$ cat src/sv/ntc_pkg.sv
// Package with shared constants, codes and control structures of the thermistor unit.
package ntc_pkg;

	localparam int NUM_CHANNELS     = 2;
	localparam int SAMPLE_BITS      = 12;
	localparam int AVERAGE_SHIFT    = 9;
	localparam int AVERAGE_FRACTION = 16;

	localparam int CH_W   = 4;
	localparam int SMP_W  = 12;
	localparam int ACC_W  = 32;
	localparam int CHI_W  = (NUM_CHANNELS > 1) ? $clog2(NUM_CHANNELS) : 1;
	localparam int SUM_W  = ACC_W + AVERAGE_SHIFT + 1;
	localparam int CFG_W  = 16;
	localparam int IDX_W  = 3;
	localparam int CNT_W  = 6;

	localparam logic [SMP_W-1:0] CODE_FULL = SMP_W'((1 << SAMPLE_BITS) - 1);
	localparam logic [ACC_W-1:0] EMPTY_MARK = '1;

	localparam logic [33:0] KELVIN_Q24  = 34'd4582696550;
	localparam logic [23:0] LN2_Q24     = 24'd11629080;
	localparam logic [19:0] MICRO_SCALE = 20'd1000000;
	localparam logic signed [63:0] LIMIT_Q24 = 64'sd5033164800;
	localparam logic signed [9:0]  LIMIT_DEG = 10'sd300;

	localparam int LOG_STEPS = 24;
	localparam int DIV_STEPS = 64;

	localparam logic [IDX_W-1:0] REG_BETA = 3'd0;
	localparam logic [IDX_W-1:0] REG_REF  = 3'd1;
	localparam logic [IDX_W-1:0] REG_NOM  = 3'd2;
	localparam logic [IDX_W-1:0] REG_T0   = 3'd3;
	localparam logic [IDX_W-1:0] REG_TOP  = 3'd4;

	localparam logic [1:0] ST_OK     = 2'd0;
	localparam logic [1:0] ST_BAD_CH = 2'd1;
	localparam logic [1:0] ST_RAIL   = 2'd2;

	localparam logic [1:0] SEL_A    = 2'd0;
	localparam logic [1:0] SEL_B    = 2'd1;
	localparam logic [1:0] SEL_TERM = 2'd0;
	localparam logic [1:0] SEL_INV0 = 2'd1;
	localparam logic [1:0] SEL_TK   = 2'd2;

	typedef enum logic [3:0] {
		OP_NONE, OP_LOAD, OP_AVG, OP_PROD, OP_LOG_INIT, OP_LOG_STEP, OP_LOG_SAVE,
		OP_MUL, OP_DIV_INIT, OP_DIV_STEP, OP_DIV_SAVE, OP_INV, OP_CEL, OP_FIN
	} op_t;

	typedef enum logic [1:0] {RES_BAD, RES_RAIL, RES_NORM} res_kind_t;

	typedef struct packed {
		op_t        op;
		logic [1:0] sel;
		logic       res_wr;
		res_kind_t  kind;
	} cmd_t;

	typedef struct packed {
		logic bad_ch;
		logic rail;
		logic hot;
	} stat_t;

endpackage

$ cat src/sv/ntc_ctrl.sv
// Sequencer of the thermistor unit: steps the datapath through one conversion.
module ntc_ctrl (
	input  logic           clk,
	input  logic           arst_n,
	input  logic           s_tvalid,
	output logic           s_tready,
	output logic           m_tvalid,
	input  logic           m_tready,
	input  ntc_pkg::stat_t stat,
	output ntc_pkg::cmd_t  cmd
);
	import ntc_pkg::*;

	typedef enum logic [15:0] {
		S_IDLE  = 16'b0000000000000001,
		S_CHK   = 16'b0000000000000010,
		S_RAIL  = 16'b0000000000000100,
		S_LINIT = 16'b0000000000001000,
		S_LSTEP = 16'b0000000000010000,
		S_LSAVE = 16'b0000000000100000,
		S_MUL   = 16'b0000000001000000,
		S_DINIT = 16'b0000000010000000,
		S_DSTEP = 16'b0000000100000000,
		S_DSAVE = 16'b0000001000000000,
		S_INV   = 16'b0000010000000000,
		S_HOT   = 16'b0000100000000000,
		S_CEL   = 16'b0001000000000000,
		S_FIN   = 16'b0010000000000000,
		S_WAIT  = 16'b0100000000000000,
		S_SPARE = 16'b1000000000000000
	} state_t;

	state_t           state_q, state_d;
	logic [CNT_W-1:0] cnt_q, cnt_d;
	logic [1:0]       sel_q, sel_d;
	res_kind_t        kind_q, kind_d;
	logic             valid_q;

	assign s_tready = (state_q == S_IDLE);
	assign m_tvalid = valid_q;

	always_comb begin
		state_d    = state_q;
		cnt_d      = cnt_q;
		sel_d      = sel_q;
		kind_d     = kind_q;
		cmd.op     = OP_NONE;
		cmd.sel    = sel_q;
		cmd.res_wr = 1'b0;
		cmd.kind   = kind_q;
		unique case (state_q)
			S_IDLE: begin
				if (s_tvalid) begin
					cmd.op  = OP_LOAD;
					state_d = S_CHK;
				end
			end
			S_CHK: begin
				if (stat.bad_ch) begin
					kind_d  = RES_BAD;
					state_d = S_WAIT;
				end else begin
					cmd.op  = OP_AVG;
					state_d = S_RAIL;
				end
			end
			S_RAIL: begin
				cmd.op = OP_PROD;
				if (stat.rail) begin
					kind_d  = RES_RAIL;
					state_d = S_WAIT;
				end else begin
					sel_d   = SEL_A;
					state_d = S_LINIT;
				end
			end
			S_LINIT: begin
				cmd.op  = OP_LOG_INIT;
				cnt_d   = '0;
				state_d = S_LSTEP;
			end
			S_LSTEP: begin
				cmd.op = OP_LOG_STEP;
				cnt_d  = CNT_W'(cnt_q + 1'b1);
				if (cnt_q == CNT_W'(LOG_STEPS - 1)) begin
					state_d = S_LSAVE;
				end
			end
			S_LSAVE: begin
				cmd.op = OP_LOG_SAVE;
				if (sel_q == SEL_A) begin
					sel_d   = SEL_B;
					state_d = S_LINIT;
				end else begin
					state_d = S_MUL;
				end
			end
			S_MUL: begin
				cmd.op  = OP_MUL;
				sel_d   = SEL_TERM;
				state_d = S_DINIT;
			end
			S_DINIT: begin
				cmd.op  = OP_DIV_INIT;
				cnt_d   = '0;
				state_d = S_DSTEP;
			end
			S_DSTEP: begin
				cmd.op = OP_DIV_STEP;
				cnt_d  = CNT_W'(cnt_q + 1'b1);
				if (cnt_q == CNT_W'(DIV_STEPS - 1)) begin
					state_d = S_DSAVE;
				end
			end
			S_DSAVE: begin
				cmd.op = OP_DIV_SAVE;
				priority if (sel_q == SEL_TERM) begin
					sel_d   = SEL_INV0;
					state_d = S_DINIT;
				end else if (sel_q == SEL_INV0) begin
					state_d = S_INV;
				end else begin
					state_d = S_CEL;
				end
			end
			S_INV: begin
				cmd.op  = OP_INV;
				state_d = S_HOT;
			end
			S_HOT: begin
				if (stat.hot) begin
					kind_d  = RES_NORM;
					state_d = S_WAIT;
				end else begin
					sel_d   = SEL_TK;
					state_d = S_DINIT;
				end
			end
			S_CEL: begin
				cmd.op  = OP_CEL;
				state_d = S_FIN;
			end
			S_FIN: begin
				cmd.op  = OP_FIN;
				kind_d  = RES_NORM;
				state_d = S_WAIT;
			end
			S_WAIT: begin
				if (!valid_q || m_tready) begin
					cmd.res_wr = 1'b1;
					state_d    = S_IDLE;
				end
			end
			default: begin
				state_d = S_IDLE;
			end
		endcase
	end

	always_ff @(posedge clk or negedge arst_n) begin
		if (!arst_n) begin
			state_q <= S_IDLE;
			cnt_q   <= '0;
			sel_q   <= SEL_A;
			kind_q  <= RES_NORM;
			valid_q <= 1'b0;
		end else begin
			state_q <= state_d;
			cnt_q   <= cnt_d;
			sel_q   <= sel_d;
			kind_q  <= kind_d;
			if (cmd.res_wr) begin
				valid_q <= 1'b1;
			end else if (m_tready) begin
				valid_q <= 1'b0;
			end
		end
	end

	// A new result never overwrites one that is still waiting.
	a_no_overwrite: assert property (@(posedge clk) disable iff (!arst_n)
		cmd.res_wr |-> (!valid_q || m_tready))
		else $error("result written over a pending transfer");

	// After an input transfer the unit is busy in the next cycle.
	a_busy_after_accept: assert property (@(posedge clk) disable iff (!arst_n)
		(s_tvalid && s_tready) |=> !s_tready)
		else $error("input accepted twice in a row");

	// A written result is offered in the next cycle.
	a_offer_result: assert property (@(posedge clk) disable iff (!arst_n)
		cmd.res_wr |=> m_tvalid)
		else $error("written result not offered");

endmodule

$ cat config.mk
export PLATFORM = sky130hd
export DESIGN_NAME = ntc_ctrl
export DESIGN_NICKNAME = d
export VERILOG_FILES = /design/src/sv/ntc_pkg.sv /design/src/sv/ntc_ctrl.sv
export SDC_FILE = /design/constraint.sdc
export NUM_CORES = 1
export LEC_CHECK = 0
export ABC_CLOCK_PERIOD_IN_PS = 2100
export BUFFER_PORTS_ARGS = -buffer_cell sky130_fd_sc_hd__buf_4
export CELL_PAD_IN_SITES_DETAIL_PLACEMENT = 2
export CELL_PAD_IN_SITES_GLOBAL_PLACEMENT = 2
export CORE_MARGIN = 2
export CORE_UTILIZATION = 33
export CTS_CLUSTER_DIAMETER = 100
export DETAILED_ROUTE_END_ITERATION = 6
export GPL_TIMING_DRIVEN = 0
export PLACE_DENSITY = 0.78
export SYNTH_ARGS = -nofsm -noshare
export SYNTH_HDL_FRONTEND = slang
export SYNTH_SLANG_ARGS = --single-unit
$ cat constraint.sdc
create_clock -name clk -period 2.1 [get_ports clk]
set_input_delay 0.315 -clock clk [delete_from_list [all_inputs] [get_ports clk]]
set_output_delay 0.315 -clock clk [all_outputs]
set_load 0.02 [all_outputs]
; Word level (Yosys, flattened, before mapping)
; Cells that the tools add are included.
; Widths: inputs -> output; s select.
[totals]
regBits = 27
word_cells = 74
out_inout_bits = 11
in_bits = 7
[op_classes]
n_addsub = 1
n_mux = 27
eq_ne = 28
n_reduce_logical = 13
[op_table]
columns = operator, n
row1 = $pmux 16 s15, 1
row2 = $mux 16, 4
row3 = $pmux 4 s13, 1
row4 = $mux 15, 3
row5 = $mux 13, 2
row6 = $ne 2x2->1 const B, 9
row7 = $eq 16x1->1 const B, 1
row8 = $eq 16x10->1 const B, 1
row9 = $eq 16x11->1 const B, 1
row10 = $eq 16x12->1 const B, 1
row11 = $eq 16x13->1 const B, 1
row12 = $eq 16x14->1 const B, 1
row13 = $eq 16x15->1 const B, 1
row14 = $eq 16x2->1 const B, 1
row15 = $eq 16x3->1 const B, 1
row16 = $eq 16x4->1 const B, 1
row17 = $eq 16x5->1 const B, 1
row18 = $eq 16x6->1 const B, 1
row19 = $eq 16x7->1 const B, 1
row20 = $eq 16x8->1 const B, 1
row21 = $eq 16x9->1 const B, 1
row22 = $pmux 2 s4, 2
row23 = $mux 2, 7
row24 = $pmux 6 s2, 1
row25 = 14 further kinds, 24

; Depth between registers and ports, before layout
[depth]
ltp_word = 5
ltp_mapped = 7
mapped_depth_nobuf = 5

; Least setup slack after synthesis
; Ideal clock, no wire load.
[synth_path]
kind = reg2out
startpoint = register state_q[5]
endpoint = output port cmd[5] (netlist bit)
required_ps = 1785
setup_slack_ps = -263
arrival_ps = 2048
path_buffers = 1
path_stages_with_launch = 7
path_cell_list = dfrtp_1 -> or4_1 -> buf_2 -> nor4_2 -> and2_1 -> nor4_1 -> nand2b_1
[synth_lines]
columns = element, line_no
row1 = start: declaration, ntc_ctrl.sv:33  ; state_t state_q, state_d;
row2 = start signal: assignment, ntc_ctrl.sv:168  ; state_q <= state_d;
row3 = end: declaration, ntc_ctrl.sv:10  ; output ntc_pkg::cmd_t cmd

==> flow_metrics.tcl <==
set metrics [dict create \
    dieArea_um2 5254 \
    slew_headroom_pct 69.11 \
    cts_root_buf "clkbuf_8" \
    vdd_drop_max_mv 0.7356 \
    cts.sinks 26 \
    nNetsFinal 227 \
    cts_tree "yes" \
    hold_viol_final 0 \
    area.sequential_um2 663.1 \
    hold_class "primary input to flop" \
    clk_pin_slew_ns 0.09 \
    path_max_fanout 7 \
    ys_seq_area_share_pct 42.20 \
    final_common_cell "buf_4" \
    slowest_stage "or4_4" \
    cts.path.max_buffers 2 \
    path_buf_inv 2 \
    fin_skew_ns 0.007366 \
    rr_endpoint "kind_q[1]" \
    cp.arrival_ns 2.31 \
    hold_path_end "state_q[1]" \
    drive_gt1_share_pct 55.96 \
    antenna_found_initial 0 \
    setup_viol 18 \
    insertion_delay_ns 0.28 \
    drc 0 \
    syn_avg_cell_area_um2 10.05 \
    synthDistinctLibCells 51 \
    p_leak_nw 1.145 \
    nFillCells 433 \
    wire_per_inst_um 26.50 \
    reg2reg_slack_ns -0.33 \
    tightest_slew_ns 0.4622 \
    synth_flop_cell "dfrtp_1" \
    violations "negative setup slack" \
    drt-total-wl_um 7156 \
    whs_path_depth 2 \
    critical_path_required_ns 1.78 \
    synth-edff-count 0 \
    numPortBuffers 17 \
    min_from "s_tvalid" \
    reg2regPathDepth 6 \
    drt_iter0_markers 78 \
    p_total_w 0.002172 \
    yosys_warnings 0 \
    first_pass_iters 4 \
    ant_nets 0 \
    status "complete, but fails checks" \
    grt-ovfl-total 0 \
    num_rows 24 \
    vias 1611 \
    grt_usage_pct 22.97 \
    end_kind "output pin" \
    synthCells 154 \
    syn_nets 162 \
    async_reset_ff_share_pct 100.0 \
    viasPerCell 5.967 \
    layout_worst_path_cycle_share_pct 124.9 \
    crit_type "flop to output pin" \
    finalWorstSetupSlack_ns -0.5235 \
    die_x_um 72.49 \
    worst_hold_slack_ns 0.3629 \
    grt_setup_unrepaired "yes" \
    cellPowerDensity_nw_per_um2 894.9 \
    r2r-start "state_q[9]" \
    netlist_area_um2 1548 \
    max_freq_mhz 381.2 \
    numCtsBuffers 3 \
    htreeDepth 1 \
    drv_cap 0 \
    grt_pass1_wl_um 9218 \
    cp_slowest_stage_delay_ns 0.55 \
    die_h_um 72.49 \
    diodes 0 \
    routabilityCongestion 0.8041 \
    grt_pass1_vias 1641 \
    start_kind "flop" \
    yosys_register_bits 26 \
    core_area_um2 4444 \
    slew_violations 0 \
    most-common-layout-cells "buf_4 (52), dfrtp_1 (16), nand2_1 (11)" \
    path_cells "or4_4 -> buf_8 -> or3_4 -> nor3_4 -> nor4_2 -> nand2b_1 -> buf_4" \
    multi_input_area_um2 1116 \
    fin_crit_ns 2.623 \
    area_growth_pct 56.83 \
    pin_count 18 \
    critical_path.top_delay_family "simple AND/OR/NAND/NOR gates" \
    grt_max_degree 27 \
    initial_core_util_pct 34.83 \
    dp_hpwl_um 3551 \
]
worst max-delay path by stage:
stage | slack [ns] | cells past startpoint | from | end
2_1_floorplan | -0.06 | 5 | state_q[0] | cmd[5]
3_3_place_gp | -0.55 | 5 | state_q[9] | cmd[6]
3_5_place_dp | -0.68 | 5 | state_q[9] | cmd[6]
4_1_cts | -0.50 | 7 | state_q[6] | cmd[6]
5_1_grt | -0.60 | 7 | state_q[5] | cmd[8]
6_report | -0.52 | 7 | state_q[6] | cmd[6]
final cells by class:
type                    count  share of cell area, %
plain buffers               2                  1.186
clock buffers               4                  1.856
inverters                   2                 0.3093
multi-input cells         122                  45.98
flip-flops and latches     26                  27.32
well taps                  52                  2.680
repair buffers             62                  20.67
cell families after synthesis:
group | Yosys count | share of synthesized area, %
fa+ha+maj | 1 | 0.8083
mux | 3 | 2.344
buf+inv | 6 | 1.536
compound gates | 28 | 14.47
simple gates | 86 | 36.38
flops | 26 | 42.20
xor+xnor | 4 | 2.264
through the flow:
step                      utilization, %  instances  worst slack, ns  TNS (ns)  area [µm²]
after floorplan                        -        154         -0.05900   -0.1772        1598
after global placement             40.29        223          -0.5528    -6.286        1790
after detailed placement           40.29        223          -0.6838    -9.104        1790
after CTS                          47.18        244          -0.4964    -3.077        2097
after global routing               54.62        270          -0.5990    -5.733        2427
final                              54.62        270          -0.5235    -4.449        2427
where the power goes:
group	switching, W	internal (W)	total, W
logic	0.000607	0.000583	0.00119
registers	0.000103	0.000577	0.000680
clock network	0.000166	0.000136	0.000302
synth_stat cells, drive strengths merged (5+ instances only):
cell type | number | share of area, %
or4b | 5 | 3.2
nor2b | 5 | 2.0
nor4 | 9 | 5.8
nand2b | 7 | 2.8
nor2 | 12 | 2.9
dfrtp | 24 | 39
nand2 | 13 | 3.2
a22o | 5 | 2.8
flip-flops by register name (all words and copies together), names as in the netlist:
register / flops
sel_q: 2
m_tvalid: 1
cnt_q: 6
kind_q: 2
state_q: 15
metal layers:
metal	share of wire, %	track usage [%]	up-vias	routed length, µm
met3	3.6	3.889	11	257
met4	1.6	4.321	0	118
li1	-	-	715	-
met1	44	27.71	832	3120
met2	51	43.02	53	3659
met5	0	0	-	0
timing repair:
item	CTS	global route
hold endpoints to repair	24	0
buffers inserted	18	27
gates resized for setup	28	34
endpoints found under the setup margin	25	23
hold buffers	1	0
pin swaps	5	20
Power figures use the tool's default switching activity.
